--- src/hw/rtl/bbvp_pkg.sv ---
`default_nettype none
// ============================================================================
// bbvp_pkg: shared types and constants of the buck-boost voltage compensator
// Holds the beat layouts, the register map, the mode codes, the loop
// coefficients and the duty clamp.
// ============================================================================
package bbvp_pkg;

    localparam int ADC_BITS       = 12;
    localparam int DUTY_FRAC_BITS = 12;

    localparam int GAIN_FRAC = 12;
    localparam int COEF_FRAC = 8;
    localparam int ERR_W     = 18;
    localparam int ACC_W     = 32;
    localparam int DUTY_W    = 13;
    localparam int GAIN_W    = 16;
    localparam int OFS_W     = 13;
    localparam int PER_W     = 16;
    localparam int VREF_W    = 13;
    localparam int CMP_W     = 16;
    localparam int SPT_W     = 15;
    localparam int CLAMP_W   = ACC_W - COEF_FRAC;

    localparam int MUL_A_W = ERR_W;
    localparam int MUL_B_W = 17;
    localparam int MUL_P_W = MUL_A_W + MUL_B_W;

    localparam logic [1:0] MODE_IDLE  = 2'd0;
    localparam logic [1:0] MODE_BUCK  = 2'd1;
    localparam logic [1:0] MODE_BOOST = 2'd2;
    localparam logic [1:0] MODE_MIX   = 2'd3;

    localparam int CFG_ADDR_W = 5;
    localparam logic [2:0] REG_CAL_GAIN       = 3'd0;
    localparam logic [2:0] REG_CAL_OFFSET     = 3'd1;
    localparam logic [2:0] REG_MIN_BUCK       = 3'd2;
    localparam logic [2:0] REG_MIN_BOOST      = 3'd3;
    localparam logic [2:0] REG_TIMER_PERIOD   = 3'd4;
    localparam logic [2:0] REG_BUCK_FIX_BOOST = 3'd5;
    localparam logic [2:0] REG_BUCK_FIX_MIX   = 3'd6;
    localparam logic [2:0] REG_BOOST_FIX_BUCK = 3'd7;

    localparam logic signed [MUL_B_W-1:0] BUCK_B0  = 17'sd5203;
    localparam logic signed [MUL_B_W-1:0] BUCK_B1  = -17'sd10246;
    localparam logic signed [MUL_B_W-1:0] BUCK_B2  = 17'sd5044;
    localparam logic signed [MUL_B_W-1:0] BOOST_B0 = 17'sd8860;
    localparam logic signed [MUL_B_W-1:0] BOOST_B1 = -17'sd17445;
    localparam logic signed [MUL_B_W-1:0] BOOST_B2 = 17'sd8588;

    typedef struct packed {
        logic [1:0]          mode;
        logic [DUTY_W-1:0]   boost_max_duty;
        logic [DUTY_W-1:0]   buck_max_duty;
        logic                pwm_enable;
        logic                mode_change;
        logic [VREF_W-1:0]   voltage_ref;
        logic [ADC_BITS-1:0] adc_sample;
    } in_t;

    localparam int IN_BITS    = $bits(in_t) - 2;
    localparam int IN_TDATA_W = ((IN_BITS + 7) / 8) * 8;

    typedef struct packed {
        logic [CMP_W-1:0]  boost_compare;
        logic [SPT_W-1:0]  sample_point;
        logic [CMP_W-1:0]  buck_compare;
        logic [DUTY_W-1:0] boost_duty;
        logic [DUTY_W-1:0] buck_duty;
    } res_t;

    localparam int RES_BITS    = $bits(res_t);
    localparam int OUT_TDATA_W = ((RES_BITS + 7) / 8) * 8;

    typedef struct packed {
        logic [GAIN_W-1:0] cal_gain;
        logic [OFS_W-1:0]  cal_offset;
        logic [DUTY_W-1:0] min_buck_duty;
        logic [DUTY_W-1:0] boost_floor_duty;
        logic [PER_W-1:0]  timer_period;
        logic [DUTY_W-1:0] buck_fixed_in_boost;
        logic [DUTY_W-1:0] buck_fixed_in_mix;
        logic [DUTY_W-1:0] boost_fixed_in_buck;
    } cfg_t;

    // Arithmetic shift by the coefficient fraction, then ceiling, then floor.
    function automatic logic [DUTY_W-1:0] clamp_duty(
        input logic [ACC_W-1:0]  acc,
        input logic [DUTY_W-1:0] hi,
        input logic [DUTY_W-1:0] lo
    );
        logic signed [CLAMP_W-1:0] d;
        logic signed [CLAMP_W-1:0] hi_s;
        logic signed [CLAMP_W-1:0] lo_s;
        d    = $signed(acc[ACC_W-1:COEF_FRAC]);
        hi_s = $signed({{(CLAMP_W-DUTY_W){1'b0}}, hi});
        lo_s = $signed({{(CLAMP_W-DUTY_W){1'b0}}, lo});
        if (d > hi_s)
        begin
            d = hi_s;
        end
        if (d < lo_s)
        begin
            d = lo_s;
        end
        return d[DUTY_W-1:0];
    endfunction

endpackage
`default_nettype wire

--- src/hw/rtl/bbvp_cfg_regs.sv ---
`default_nettype none
// ============================================================================
// bbvp_cfg_regs: configuration register file
// APB-style slave holding calibration, duty limits, fixed duties and the
// timer period. Writes land in the access cycle; reads are combinational.
// ============================================================================
module bbvp_cfg_regs
    import bbvp_pkg::*;
(
    input  wire logic                  clk,
    input  wire logic                  rst_n,
    input  wire logic                  psel,
    input  wire logic                  penable,
    input  wire logic                  pwrite,
    input  wire logic [CFG_ADDR_W-1:0] paddr,
    input  wire logic [31:0]           pwdata,
    output logic      [31:0]           prdata,
    output logic                       pready,
    output cfg_t                       cfg
);

    cfg_t cfg_reg;
    cfg_t cfg_next;
    logic wr_en;
    logic [2:0] reg_idx;

    assign pready  = 1'b1;
    assign wr_en   = psel && penable && pwrite && pready;
    assign reg_idx = paddr[CFG_ADDR_W-1:2];
    assign cfg     = cfg_reg;

    always_comb
    begin
        cfg_next = cfg_reg;
        if (wr_en)
        begin
            unique case (reg_idx)
                REG_CAL_GAIN:       cfg_next.cal_gain            = pwdata[GAIN_W-1:0];
                REG_CAL_OFFSET:     cfg_next.cal_offset          = pwdata[OFS_W-1:0];
                REG_MIN_BUCK:       cfg_next.min_buck_duty       = pwdata[DUTY_W-1:0];
                REG_MIN_BOOST:      cfg_next.boost_floor_duty    = pwdata[DUTY_W-1:0];
                REG_TIMER_PERIOD:   cfg_next.timer_period        = pwdata[PER_W-1:0];
                REG_BUCK_FIX_BOOST: cfg_next.buck_fixed_in_boost = pwdata[DUTY_W-1:0];
                REG_BUCK_FIX_MIX:   cfg_next.buck_fixed_in_mix   = pwdata[DUTY_W-1:0];
                REG_BOOST_FIX_BUCK: cfg_next.boost_fixed_in_buck = pwdata[DUTY_W-1:0];
                default:            cfg_next = cfg_reg;
            endcase
        end
    end

    always_comb
    begin
        unique case (reg_idx)
            REG_CAL_GAIN:       prdata = {{(32-GAIN_W){1'b0}}, cfg_reg.cal_gain};
            REG_CAL_OFFSET:     prdata = {{(32-OFS_W){1'b0}}, cfg_reg.cal_offset};
            REG_MIN_BUCK:       prdata = {{(32-DUTY_W){1'b0}}, cfg_reg.min_buck_duty};
            REG_MIN_BOOST:      prdata = {{(32-DUTY_W){1'b0}}, cfg_reg.boost_floor_duty};
            REG_TIMER_PERIOD:   prdata = {{(32-PER_W){1'b0}}, cfg_reg.timer_period};
            REG_BUCK_FIX_BOOST: prdata = {{(32-DUTY_W){1'b0}}, cfg_reg.buck_fixed_in_boost};
            REG_BUCK_FIX_MIX:   prdata = {{(32-DUTY_W){1'b0}}, cfg_reg.buck_fixed_in_mix};
            REG_BOOST_FIX_BUCK: prdata = {{(32-DUTY_W){1'b0}}, cfg_reg.boost_fixed_in_buck};
            default:            prdata = 32'd0;
        endcase
    end

    always_ff @(posedge clk or negedge rst_n)
    begin
        if (!rst_n)
        begin
            cfg_reg.cal_gain            <= 16'd4096;
            cfg_reg.cal_offset          <= 13'd0;
            cfg_reg.min_buck_duty       <= 13'd0;
            cfg_reg.boost_floor_duty    <= 13'd0;
            cfg_reg.timer_period        <= 16'd65535;
            cfg_reg.buck_fixed_in_boost <= 13'd3809;
            cfg_reg.buck_fixed_in_mix   <= 13'd3277;
            cfg_reg.boost_fixed_in_buck <= 13'd3809;
        end
        else
        begin
            cfg_reg <= cfg_next;
        end
    end

endmodule
`default_nettype wire

--- src/hw/rtl/bbvp_mul.sv ---
`default_nettype none
// ============================================================================
// bbvp_mul: shared signed multiplier
// One signed 18 by 17 bit multiplier with a registered product, loaded only
// when enabled so that a result can be held while it waits.
// ============================================================================
module bbvp_mul
    import bbvp_pkg::*;
(
    input  wire logic                      clk,
    input  wire logic                      en,
    input  wire logic signed [MUL_A_W-1:0] a,
    input  wire logic signed [MUL_B_W-1:0] b,
    output logic signed      [MUL_P_W-1:0] p
);

    logic signed [MUL_P_W-1:0] prod_reg;
    logic signed [MUL_P_W-1:0] prod_next;

    assign prod_next = en ? (MUL_P_W'(a) * MUL_P_W'(b)) : prod_reg;
    assign p         = prod_reg;

    always_ff @(posedge clk)
    begin
        prod_reg <= prod_next;
    end

endmodule
`default_nettype wire

--- src/hw/rtl/bbvp_ctrl.sv ---
`default_nettype none
// ============================================================================
// bbvp_ctrl: compensator sequencer and loop state
// Steps one sample through calibration, the three PID taps, the clamp and
// the two timer compares, feeding the shared multiplier one operand pair
// per multiply step.
// ============================================================================
module bbvp_ctrl
    import bbvp_pkg::*;
(
    input  wire logic                      clk,
    input  wire logic                      rst_n,
    input  wire logic                      in_valid,
    output logic                           in_ready,
    input  wire in_t                       in_item,
    input  wire cfg_t                      cfg,
    output logic                           mul_en,
    output logic signed [MUL_A_W-1:0]      mul_a,
    output logic signed [MUL_B_W-1:0]      mul_b,
    input  wire logic signed [MUL_P_W-1:0] mul_p,
    output logic                           res_valid,
    input  wire logic                      res_ready,
    output res_t                           res
);

    localparam logic [3:0] S_IDLE  = 4'd0;
    localparam logic [3:0] S_CAL   = 4'd1;
    localparam logic [3:0] S_E1    = 4'd2;
    localparam logic [3:0] S_E2    = 4'd3;
    localparam logic [3:0] S_E0    = 4'd4;
    localparam logic [3:0] S_ACC   = 4'd5;
    localparam logic [3:0] S_CLAMP = 4'd6;
    localparam logic [3:0] S_MBK   = 4'd7;
    localparam logic [3:0] S_MBO   = 4'd8;
    localparam logic [3:0] S_OUT   = 4'd9;

    logic [3:0]              state_reg, state_next;
    in_t                     in_reg, in_next;
    logic signed [ERR_W-1:0] e0_reg, e0_next;
    logic signed [ERR_W-1:0] err_prev_reg, err_prev_next;
    logic signed [ERR_W-1:0] err_prev2_reg, err_prev2_next;
    logic [ACC_W-1:0]        accum_reg, accum_next;
    logic [ACC_W-1:0]        work_reg, work_next;
    logic [DUTY_W-1:0]       held_buck_reg, held_buck_next;
    logic [DUTY_W-1:0]       held_boost_reg, held_boost_next;
    logic [CMP_W-1:0]        bc_reg, bc_next;

    logic                    use_buck;
    logic [ERR_W-1:0]        vcal;
    logic [ERR_W-1:0]        err_calc;
    logic [DUTY_W-1:0]       buck_clamped;
    logic [DUTY_W-1:0]       boost_clamped;
    logic [CMP_W-1:0]        scaled;

    assign use_buck = (in_reg.mode == MODE_BUCK);
    assign vcal     = mul_p[GAIN_FRAC+ERR_W-1:GAIN_FRAC];
    assign err_calc = {{(ERR_W-VREF_W){1'b0}}, in_reg.voltage_ref} - vcal
                    - {{(ERR_W-OFS_W){cfg.cal_offset[OFS_W-1]}}, cfg.cal_offset};
    assign buck_clamped  = clamp_duty(work_reg, in_reg.buck_max_duty, cfg.min_buck_duty);
    assign boost_clamped = clamp_duty(work_reg, in_reg.boost_max_duty, cfg.boost_floor_duty);
    assign scaled        = mul_p[DUTY_FRAC_BITS+CMP_W-1:DUTY_FRAC_BITS];

    assign in_ready  = (state_reg == S_IDLE);
    assign res_valid = (state_reg == S_OUT);

    always_comb
    begin
        res.buck_duty     = held_buck_reg;
        res.boost_duty    = held_boost_reg;
        res.buck_compare  = bc_reg;
        res.sample_point  = bc_reg[CMP_W-1:1];
        res.boost_compare = cfg.timer_period - scaled;
    end

    always_comb
    begin
        mul_en = 1'b1;
        mul_a  = '0;
        mul_b  = '0;
        unique case (state_reg)
            S_CAL:
            begin
                mul_a = $signed({{(MUL_A_W-ADC_BITS){1'b0}}, in_reg.adc_sample});
                mul_b = $signed({1'b0, cfg.cal_gain});
            end
            S_E1:
            begin
                mul_a = err_prev_reg;
                mul_b = use_buck ? BUCK_B1 : BOOST_B1;
            end
            S_E2:
            begin
                mul_a = err_prev2_reg;
                mul_b = use_buck ? BUCK_B2 : BOOST_B2;
            end
            S_E0:
            begin
                mul_a = e0_reg;
                mul_b = use_buck ? BUCK_B0 : BOOST_B0;
            end
            S_MBK:
            begin
                mul_a = $signed({{(MUL_A_W-DUTY_W){1'b0}}, held_buck_reg});
                mul_b = $signed({1'b0, cfg.timer_period});
            end
            S_MBO:
            begin
                mul_a = $signed({{(MUL_A_W-DUTY_W){1'b0}}, held_boost_reg});
                mul_b = $signed({1'b0, cfg.timer_period});
            end
            default:
            begin
                mul_en = 1'b0;
            end
        endcase
    end

    always_comb
    begin
        state_next      = state_reg;
        in_next         = in_reg;
        e0_next         = e0_reg;
        err_prev_next   = err_prev_reg;
        err_prev2_next  = err_prev2_reg;
        accum_next      = accum_reg;
        work_next       = work_reg;
        held_buck_next  = held_buck_reg;
        held_boost_next = held_boost_reg;
        bc_next         = bc_reg;

        unique case (state_reg)
            S_IDLE:
            begin
                if (in_valid)
                begin
                    in_next    = in_item;
                    state_next = S_CAL;
                end
            end
            S_CAL:
            begin
                state_next = S_E1;
            end
            S_E1:
            begin
                e0_next    = $signed(err_calc);
                work_next  = in_reg.mode_change ? '0 : accum_reg;
                state_next = S_E2;
            end
            S_E2:
            begin
                work_next  = work_reg + mul_p[ACC_W-1:0];
                state_next = S_E0;
            end
            S_E0:
            begin
                work_next  = work_reg + mul_p[ACC_W-1:0];
                state_next = S_ACC;
            end
            S_ACC:
            begin
                work_next  = work_reg + mul_p[ACC_W-1:0];
                state_next = S_CLAMP;
            end
            S_CLAMP:
            begin
                if (in_reg.mode == MODE_IDLE)
                begin
                    err_prev_next  = '0;
                    err_prev2_next = '0;
                    accum_next     = '0;
                end
                else
                begin
                    err_prev_next  = e0_reg;
                    err_prev2_next = err_prev_reg;
                    accum_next     = work_reg;
                end
                unique case (in_reg.mode)
                    MODE_IDLE:
                    begin
                        held_buck_next  = held_buck_reg;
                        held_boost_next = held_boost_reg;
                    end
                    MODE_BUCK:
                    begin
                        held_buck_next  = buck_clamped;
                        held_boost_next = cfg.boost_fixed_in_buck;
                    end
                    MODE_BOOST:
                    begin
                        held_buck_next  = cfg.buck_fixed_in_boost;
                        held_boost_next = boost_clamped;
                    end
                    MODE_MIX:
                    begin
                        held_buck_next  = cfg.buck_fixed_in_mix;
                        held_boost_next = boost_clamped;
                    end
                    default:
                    begin
                        held_buck_next  = held_buck_reg;
                        held_boost_next = held_boost_reg;
                    end
                endcase
                if (!in_reg.pwm_enable)
                begin
                    held_buck_next = cfg.min_buck_duty;
                end
                state_next = S_MBK;
            end
            S_MBK:
            begin
                state_next = S_MBO;
            end
            S_MBO:
            begin
                bc_next    = scaled;
                state_next = S_OUT;
            end
            S_OUT:
            begin
                if (res_ready)
                begin
                    state_next = S_IDLE;
                end
            end
            default:
            begin
                state_next = S_IDLE;
            end
        endcase
    end

    always_ff @(posedge clk or negedge rst_n)
    begin
        if (!rst_n)
        begin
            state_reg      <= S_IDLE;
            err_prev_reg   <= '0;
            err_prev2_reg  <= '0;
            accum_reg      <= '0;
            held_buck_reg  <= '0;
            held_boost_reg <= '0;
        end
        else
        begin
            state_reg      <= state_next;
            err_prev_reg   <= err_prev_next;
            err_prev2_reg  <= err_prev2_next;
            accum_reg      <= accum_next;
            held_buck_reg  <= held_buck_next;
            held_boost_reg <= held_boost_next;
        end
    end

    always_ff @(posedge clk)
    begin
        in_reg   <= in_next;
        e0_reg   <= e0_next;
        work_reg <= work_next;
        bc_reg   <= bc_next;
    end

`ifndef ASSERT_OFF
    a_accept_starts: assert property (@(posedge clk) disable iff (!rst_n)
        (in_valid && in_ready) |=> (state_reg == S_CAL))
        else $error("accepted beat did not start the calibration step");

    a_idle_clears: assert property (@(posedge clk) disable iff (!rst_n)
        (state_reg == S_CLAMP && in_reg.mode == MODE_IDLE)
        |=> (accum_reg == '0 && err_prev_reg == '0 && err_prev2_reg == '0))
        else $error("idle mode left loop history behind");

    a_pwm_off_floor: assert property (@(posedge clk) disable iff (!rst_n)
        (state_reg == S_CLAMP && !in_reg.pwm_enable)
        |=> (held_buck_reg == $past(cfg.min_buck_duty)))
        else $error("buck duty not forced to its floor with PWM off");

    a_buck_fixed_boost: assert property (@(posedge clk) disable iff (!rst_n)
        (state_reg == S_CLAMP && in_reg.mode == MODE_BUCK)
        |=> (held_boost_reg == $past(cfg.boost_fixed_in_buck)))
        else $error("boost duty in buck mode is not the fixed value");
`endif

endmodule
`default_nettype wire

--- src/hw/rtl/buck_boost_voltage_pid_top.sv ---
`default_nettype none
// An accepted beat steps through S_CAL, S_E1, S_E2, S_E0, S_ACC, S_CLAMP, S_MBK,
// S_MBO and S_OUT; the single shared multiplier is used six times per sample
// (calibration, three PID taps, two timer compares). s_axis_tready is low from
// acceptance until the result enters the output register (m_axis_tvalid).
// Reset: rst_n clears loop history and held duties to zero, loads register defaults
// and empties the output register; no clearing pass is needed.
// ============================================================================
// buck_boost_voltage_pid_top: voltage-loop compensator for a buck-boost stage
// Calibrates each output-voltage sample, runs an incremental PID and returns
// the clamped duties with the timer and ADC trigger compares.
// ============================================================================
module buck_boost_voltage_pid_top
    import bbvp_pkg::*;
(
    input  wire logic                   clk,
    input  wire logic                   rst_n,
    input  wire logic                   psel,
    input  wire logic                   penable,
    input  wire logic                   pwrite,
    input  wire logic [CFG_ADDR_W-1:0]  paddr,
    input  wire logic [31:0]            pwdata,
    output logic      [31:0]            prdata,
    output logic                        pready,
    input  wire logic                   s_axis_tvalid,
    output logic                        s_axis_tready,
    // adc_sample, voltage_ref, mode_change, pwm_enable, buck_max_duty, boost_max_duty
    input  wire logic [IN_TDATA_W-1:0]  s_axis_tdata,
    // mode
    input  wire logic [1:0]             s_axis_tuser,
    output logic                        m_axis_tvalid,
    input  wire logic                   m_axis_tready,
    // buck_duty, boost_duty, buck_compare, sample_point, boost_compare
    output logic      [OUT_TDATA_W-1:0] m_axis_tdata
);

    cfg_t                      cfg;
    in_t                       in_item;
    res_t                      res;
    logic                      res_valid;
    logic                      res_ready;
    logic                      mul_en;
    logic signed [MUL_A_W-1:0] mul_a;
    logic signed [MUL_B_W-1:0] mul_b;
    logic signed [MUL_P_W-1:0] mul_p;

    logic                      out_valid_reg, out_valid_next;
    res_t                      out_data_reg, out_data_next;

    assign in_item = in_t'({s_axis_tuser, s_axis_tdata[IN_BITS-1:0]});

    bbvp_cfg_regs u_cfg (
        .clk     (clk),
        .rst_n   (rst_n),
        .psel    (psel),
        .penable (penable),
        .pwrite  (pwrite),
        .paddr   (paddr),
        .pwdata  (pwdata),
        .prdata  (prdata),
        .pready  (pready),
        .cfg     (cfg)
    );

    bbvp_mul u_mul (
        .clk (clk),
        .en  (mul_en),
        .a   (mul_a),
        .b   (mul_b),
        .p   (mul_p)
    );

    bbvp_ctrl u_ctrl (
        .clk       (clk),
        .rst_n     (rst_n),
        .in_valid  (s_axis_tvalid),
        .in_ready  (s_axis_tready),
        .in_item   (in_item),
        .cfg       (cfg),
        .mul_en    (mul_en),
        .mul_a     (mul_a),
        .mul_b     (mul_b),
        .mul_p     (mul_p),
        .res_valid (res_valid),
        .res_ready (res_ready),
        .res       (res)
    );

    assign res_ready = !out_valid_reg || m_axis_tready;

    always_comb
    begin
        out_valid_next = out_valid_reg;
        out_data_next  = out_data_reg;
        if (res_valid && res_ready)
        begin
            out_valid_next = 1'b1;
            out_data_next  = res;
        end
        else if (m_axis_tready)
        begin
            out_valid_next = 1'b0;
        end
    end

    always_ff @(posedge clk or negedge rst_n)
    begin
        if (!rst_n)
        begin
            out_valid_reg <= 1'b0;
        end
        else
        begin
            out_valid_reg <= out_valid_next;
        end
    end

    always_ff @(posedge clk)
    begin
        out_data_reg <= out_data_next;
    end

    assign m_axis_tvalid = out_valid_reg;
    assign m_axis_tdata  = {{(OUT_TDATA_W-RES_BITS){1'b0}}, out_data_reg};

endmodule
`default_nettype wire

--- config.mk ---
export PLATFORM = sky130hd
export DESIGN_NAME = buck_boost_voltage_pid_top
export DESIGN_NICKNAME = d
export VERILOG_FILES = /design/src/hw/rtl/bbvp_pkg.sv /design/src/hw/rtl/bbvp_cfg_regs.sv /design/src/hw/rtl/bbvp_mul.sv /design/src/hw/rtl/bbvp_ctrl.sv /design/src/hw/rtl/buck_boost_voltage_pid_top.sv
export SDC_FILE = /design/constraint.sdc
export NUM_CORES = 2
export LEC_CHECK = 0
export BUFFER_PORTS_ARGS = -buffer_cell sky130_fd_sc_hd__buf_2
export CORE_MARGIN = 4
export CORE_UTILIZATION = 45
export DETAILED_ROUTE_END_ITERATION = 6
export GPL_ROUTABILITY_DRIVEN = 0
export RECOVER_POWER = 50
export SETUP_SLACK_MARGIN = 0.02
export SYNTH_ARGS = -nofsm -noshare
export SYNTH_HDL_FRONTEND = slang
export SYNTH_SLANG_ARGS = --single-unit
export TNS_END_PERCENT = 20
--- constraint.sdc ---
create_clock -name clk -period 23 [get_ports clk]
set_input_delay 1.15 -clock clk [delete_from_list [all_inputs] [get_ports clk]]
set_output_delay 1.15 -clock clk [all_outputs]
set_load 0.01 [all_outputs]
# Word-level counts from Yosys, hierarchy flattened
# Index checks and enable logic that the tools add are counted.
# totals
regBits,435
output_inout_bits,115
word_cells,113
# op_classes
n_addsub,4
mul,1
magnitude_cmp,4
eq_ne,22
mux,24
bitwise,1
reduce_logical,26
# ops
cell,count
$pmux 32 s8,1
$pmux 18 s6,1
$pmux 17 s5,1
$mux 32,2
$pmux 32 s2,1
$gt 24x14->1,2
$lt 24x14->1,2
$mux 24,2
$pmux 4 s10,1
$mux 13,3
$pmux 13 s3,1
$mux 18,2
$add 32x32->32,1
$mul 18x17->32,1
$mux 14,2
$pmux 13 s2,1
$reduce_and 2->1,12
$sub 13x18->18,1
$sub 18x18->18,1
$eq 4x3->1 const B,4
$sub 16x16->16,1
$mux 15,1
$eq 3x3->1 const B,4
$eq 4x2->1 const B,2
other kinds (21),32

# Longest topological paths before layout
# depth
word_depth,6
depth_mapped,31
ltp_nobuf,28

# By module
# A second synthesis with hierarchy kept.
# unflattened
cells_unflattened,3106
hier_area_um2,34201.6
# by_module_without_submodules
mod,instances,cells_per_inst,area_each_um2,seq_area_each_um2
bbvp_ctrl,1,1367,14159.8,6085.8
bbvp_mul,1,1270,12468.2,1051.0
bbvp_cfg_regs,1,384,5271.3,2800.2
buck_boost_voltage_pid_top,1,85,2302.2,2217.1

# Least setup slack after synthesis
# OpenSTA, ideal clock, no wires.
# synth_timing
path_kind,register to register
startpoint,register u_ctrl.state_reg[1]
endpoint,"register u_mul.prod_reg[22], in the netlist u_mul.p[22], data pin"
setup_ps,259
arrival_ps,7271
required_time_ps,22741
path_slack_ps,15470
path_stages_with_launch,27
path_buffers,2
period_less_slack_ps,7530
cell_sequence,dfrtp_1 nor4_2 clkbuf_1 o21ai_0 o31ai_1 clkbuf_1 nand2_1 fa_1 inv_1 fa_1 inv_1 fa_1 inv_1 fa_1 fa_1 inv_1 fa_1 inv_1 ha_1 o21a_1 o21a_1 a2111o_1 a31o_2 a31oi_1 o21bai_1 a21oi_1 xnor2_1
# synth_via
elab_chain_cells,4
# synth_lines
item,line_no,text
start: declaration,bbvp_ctrl.sv:37,"logic [3:0] state_reg, state_next;"
start signal: assignment,bbvp_ctrl.sv:248,state_reg <= state_next;
$eq 4x3->1 / $eq 4x4->1 (equally long branches),bbvp_ctrl.sv:80,unique case (state_reg)
$reduce_or 2->1 (no line),n/a,
$pmux 17 s5,bbvp_ctrl.sv:80,
$mul 18x17->32 *,bbvp_mul.sv:20,assign prod_next = en ? (MUL_P_W'(a) * MUL_P_W'(b)) : prod_reg;
end signal: assignment,bbvp_mul.sv:25,prod_reg <= prod_next;
end: declaration,bbvp_mul.sv:17,logic signed [MUL_P_W-1:0] prod_reg;
# Every way passes the cells marked *; elsewhere a longest branch is shown, timed or not.
# A chain may end at the register's enable or synchronous reset.

# Worst setup path in the final report
# layout_timing
startpoint,register u_ctrl.state_reg[3]
endpoint,"register u_mul.prod_reg[29], in the netlist u_mul.p[29], data pin"
# The elaborated chain is that of the path after synthesis.

==> results.sh <==
export IMPL_status="complete, but fails checks"
export IMPL_violations="DRC, capacitance limit, slew limit"
export IMPL_clockBufferDepth=3
export IMPL_wl_per_cell_um=23.91
export IMPL_synth_main_ff_cell="edfxtp_1"
export IMPL_ys_types=85
export IMPL_worstSetupPathType="flip-flop to flip-flop"
export IMPL_post_route_period_util=0.4408
export IMPL_setup_tns_ns=0
export IMPL_drt_first_pass_iters=7
export IMPL_netlist_area_um2=32920
export IMPL_htreeDepth=2
export IMPL_avgSynthCellArea_um2=10.15
export IMPL_required_ns=23.38
export IMPL_grt_start_max_net_pins=106
export IMPL_yosysSeqAreaShare=0.3528
export IMPL_slew_headroom=-3.237
export IMPL_synthTopCellsByArea="edfxtp_1, fa_1, dfrtp_1"
export IMPL_syn2layout_area_growth_pct=10.19
export IMPL_crit_path_end_kind="flip-flop"
export IMPL_pin_count=217
export IMPL_antenna_found_initial=11
export IMPL_drcViolationCount=2
export IMPL_port_buffers=171
export IMPL_layout_min_cycle_time_ns=10.14
export IMPL_hold_viol=0
export IMPL_cp_arrival_ns=10.51
export IMPL_fin_nets=3967
export IMPL_ant_nets=0
export IMPL_drt_iter0_markers=2594
export IMPL_fp_coreArea_um2=71980
export IMPL_grt_overflow_total=0
export IMPL_cts_hold_buf=0
export IMPL_grt_pass1_wl_um=158100
export IMPL_hp_class="flip-flop to flip-flop"
export IMPL_synth_seq_cells=420
export IMPL_initial_core_util=0.4573
export IMPL_tritoncts="done"
export IMPL_synth_edff_count=211
export IMPL_setup_viol=0
export IMPL_drive_above_1_share=0.1093
export IMPL_cp_start_kind="flip-flop"
export IMPL_clkTransAtPathRegs_ns=0.06
export IMPL_vias=25380
export IMPL_dieArea_um2=77540
export IMPL_die_x_um=278.5
export IMPL_rows=98
export IMPL_fmax_ghz=0.09864
export IMPL_numCtsBuffers=49
export IMPL_fill_cells=6584
export IMPL_worst_pin_slew_ns=6.356
export IMPL_finClkSkew_ns=0.04895
export IMPL_cts_resized_gates=0
export IMPL_vias_per_cell=5.826
export IMPL_clk_insertion_delay_late_ns=0.63
export IMPL_ys_warn_count=0
export IMPL_grt_setup_unrepaired="false"
export IMPL_place_hpwl_um=79250
export IMPL_cts_setup_buffers=0
export IMPL_final_max_slew_viol_count=360
export IMPL_clock_sinks=420
export IMPL_synth_top_cell_area_share=0.1925
export IMPL_synth_area_leader_cell="edfxtp_1"
export IMPL_track_usage=0.2667
export IMPL_clock_tree_root_cell="clkbuf_16"
export IMPL_die_y_um=278.5
export IMPL_grt_pass1_vias=25710
export IMPL_largest_register_ffs=110
export IMPL_crit_path_max_fanout=31
export IMPL_synthCells=3244
export IMPL_wl_um=104200
export IMPL_max_cap_violations=7
export IMPL_synthArstFlopShare=0.4976
[cell families (layout without fill, tap and decap cells)]
| group | count (synthesis) | after routing | share of synthesized area |
|---|---|---|---|
| adders and majority gates | 503 | 503 | 0.2603 |
| muxes | 121 | 121 | 0.04265 |
| xor gates and xnor gates | 91 | 91 | 0.02421 |
| and+or+nand+nor | 834 | 834 | 0.1127 |
| DFF | 420 | 420 | 0.3528 |
| buffers and inverters | 659 | 796 | 0.08005 |
| AOI/OAI and AO/OA | 614 | 614 | 0.1270 |
| other | 2 | 28 | 0.0002281 |
[path summary, 6_finish.rpt]
kind / startpoint / end / slack, ns / depth (start not counted)
min in group asynchronous: rst_n / u_ctrl.accum_reg[11] / 2.90 / 1
setup reg to reg: u_ctrl.state_reg[3] / u_mul.p[29] / 12.86 / 23
hold / removal: u_ctrl.bc_reg[8] / m_axis_tdata[49] / 0.41 / 0
hold reg to reg: u_ctrl.bc_reg[8] / m_axis_tdata[49] / 0.41 / 0
setup / recovery: u_ctrl.state_reg[3] / u_mul.p[29] / 12.86 / 23
max in group asynchronous: rst_n / u_cfg.cfg[14] / 14.72 / 3
[routing by layer]
| layer | share of wire | wire length, um | track usage |
|---|---|---|---|
| met1 | 0.41 | 42860 | 0.3642 |
| met2 | 0.44 | 46330 | 0.4119 |
| met3 | 0.088 | 9141 | 0.05025 |
| met4 | 0.056 | 5820 | 0.1289 |
| met5 | 0.00044 | 46 | 0 |
[Yosys cell counts (31+ instances only)]
cell type / instances
a22oi_1: 39
buf_4: 41
dfrtp_1: 171
edfxtp_1: 211
a22o_1: 69
clkbuf_1: 105
nand2_1: 271
nand3_1: 80
nor3_1: 38
nor2_1: 292
mux2_2: 77
ha_1: 200
a21oi_1: 115
fa_1: 303
and3_1: 31
inv_1: 490
a21o_1: 34
xnor2_1: 68
dfstp_2: 38
o21ai_0: 130
[stage by stage]
step / utilization / cells / instance area (um^2) / hold WS [ns] / setup slack (ns)
finish: 0.5039 / 4357 / 36270 / 0.4146 / 12.86
global route: 0.5038 / 4354 / 36260 / 0.4260 / 12.50
CTS: 0.5064 / 4353 / 36450 / 0.4162 / 14.11
detailed placement: 0.4818 / 4261 / 34680 / 0.4045 / 14.13
global placement: 0.4818 / 4261 / 34680 / 0.4065 / 14.33
floorplan: - / 3266 / 33000 / 0.4003 / 15.47
[cell type report]
class | count | area [um^2] | share of cell area
clock buffer | 63 | 1371 | 0.03781
sequential | 420 | 11610 | 0.3202
inverter | 492 | 1847 | 0.05091
timing repair buffer | 212 | 1030 | 0.02839
antenna | 4 | 10.01 | 0.0002760
clock inverter | 29 | 395.4 | 0.01090
tap | 950 | 1189 | 0.03277
multi-input combinational | 2187 | 18820 | 0.5188
[layout by cell type, fill, tap and decap left out, types with 38 or more instances in the layout]
master,count
edfxtp_1,211
nand3_1,80
inv_1,490
a22oi_1,39
dfstp_2,38
clkbuf_16,51
clkbuf_1,96
nor2_1,290
o21ai_0,130
fa_1,303
nand2_1,271
a22o_1,69
xnor2_1,68
ha_1,200
a21oi_1,115
buf_2,91
mux2_2,77
dfrtp_1,171
[worst max-delay path, stage by stage (launching register included)]
cell      delay, ns
dfrtp_1        0.75
inv_1          0.19
nor4_1         0.30
clkbuf_1       1.49
a22oi_1        0.42
nand3_1        0.68
nand2_1        0.19
fa_1           0.55
fa_1           0.47
fa_1           0.52
fa_1           0.56
inv_1          0.06
fa_1           0.47
inv_1          0.05
fa_1           0.47
inv_1          0.05
ha_1           0.32
a21oi_1        0.17
o31ai_2        0.13
a21boi_0       0.47
o31ai_2        0.21
a311oi_1       0.71
o21ai_0        0.27
xnor2_1        0.35
Power is not shown: default switching activity piles up to over one toggle a cycle in this logic, so the estimate is an artifact.
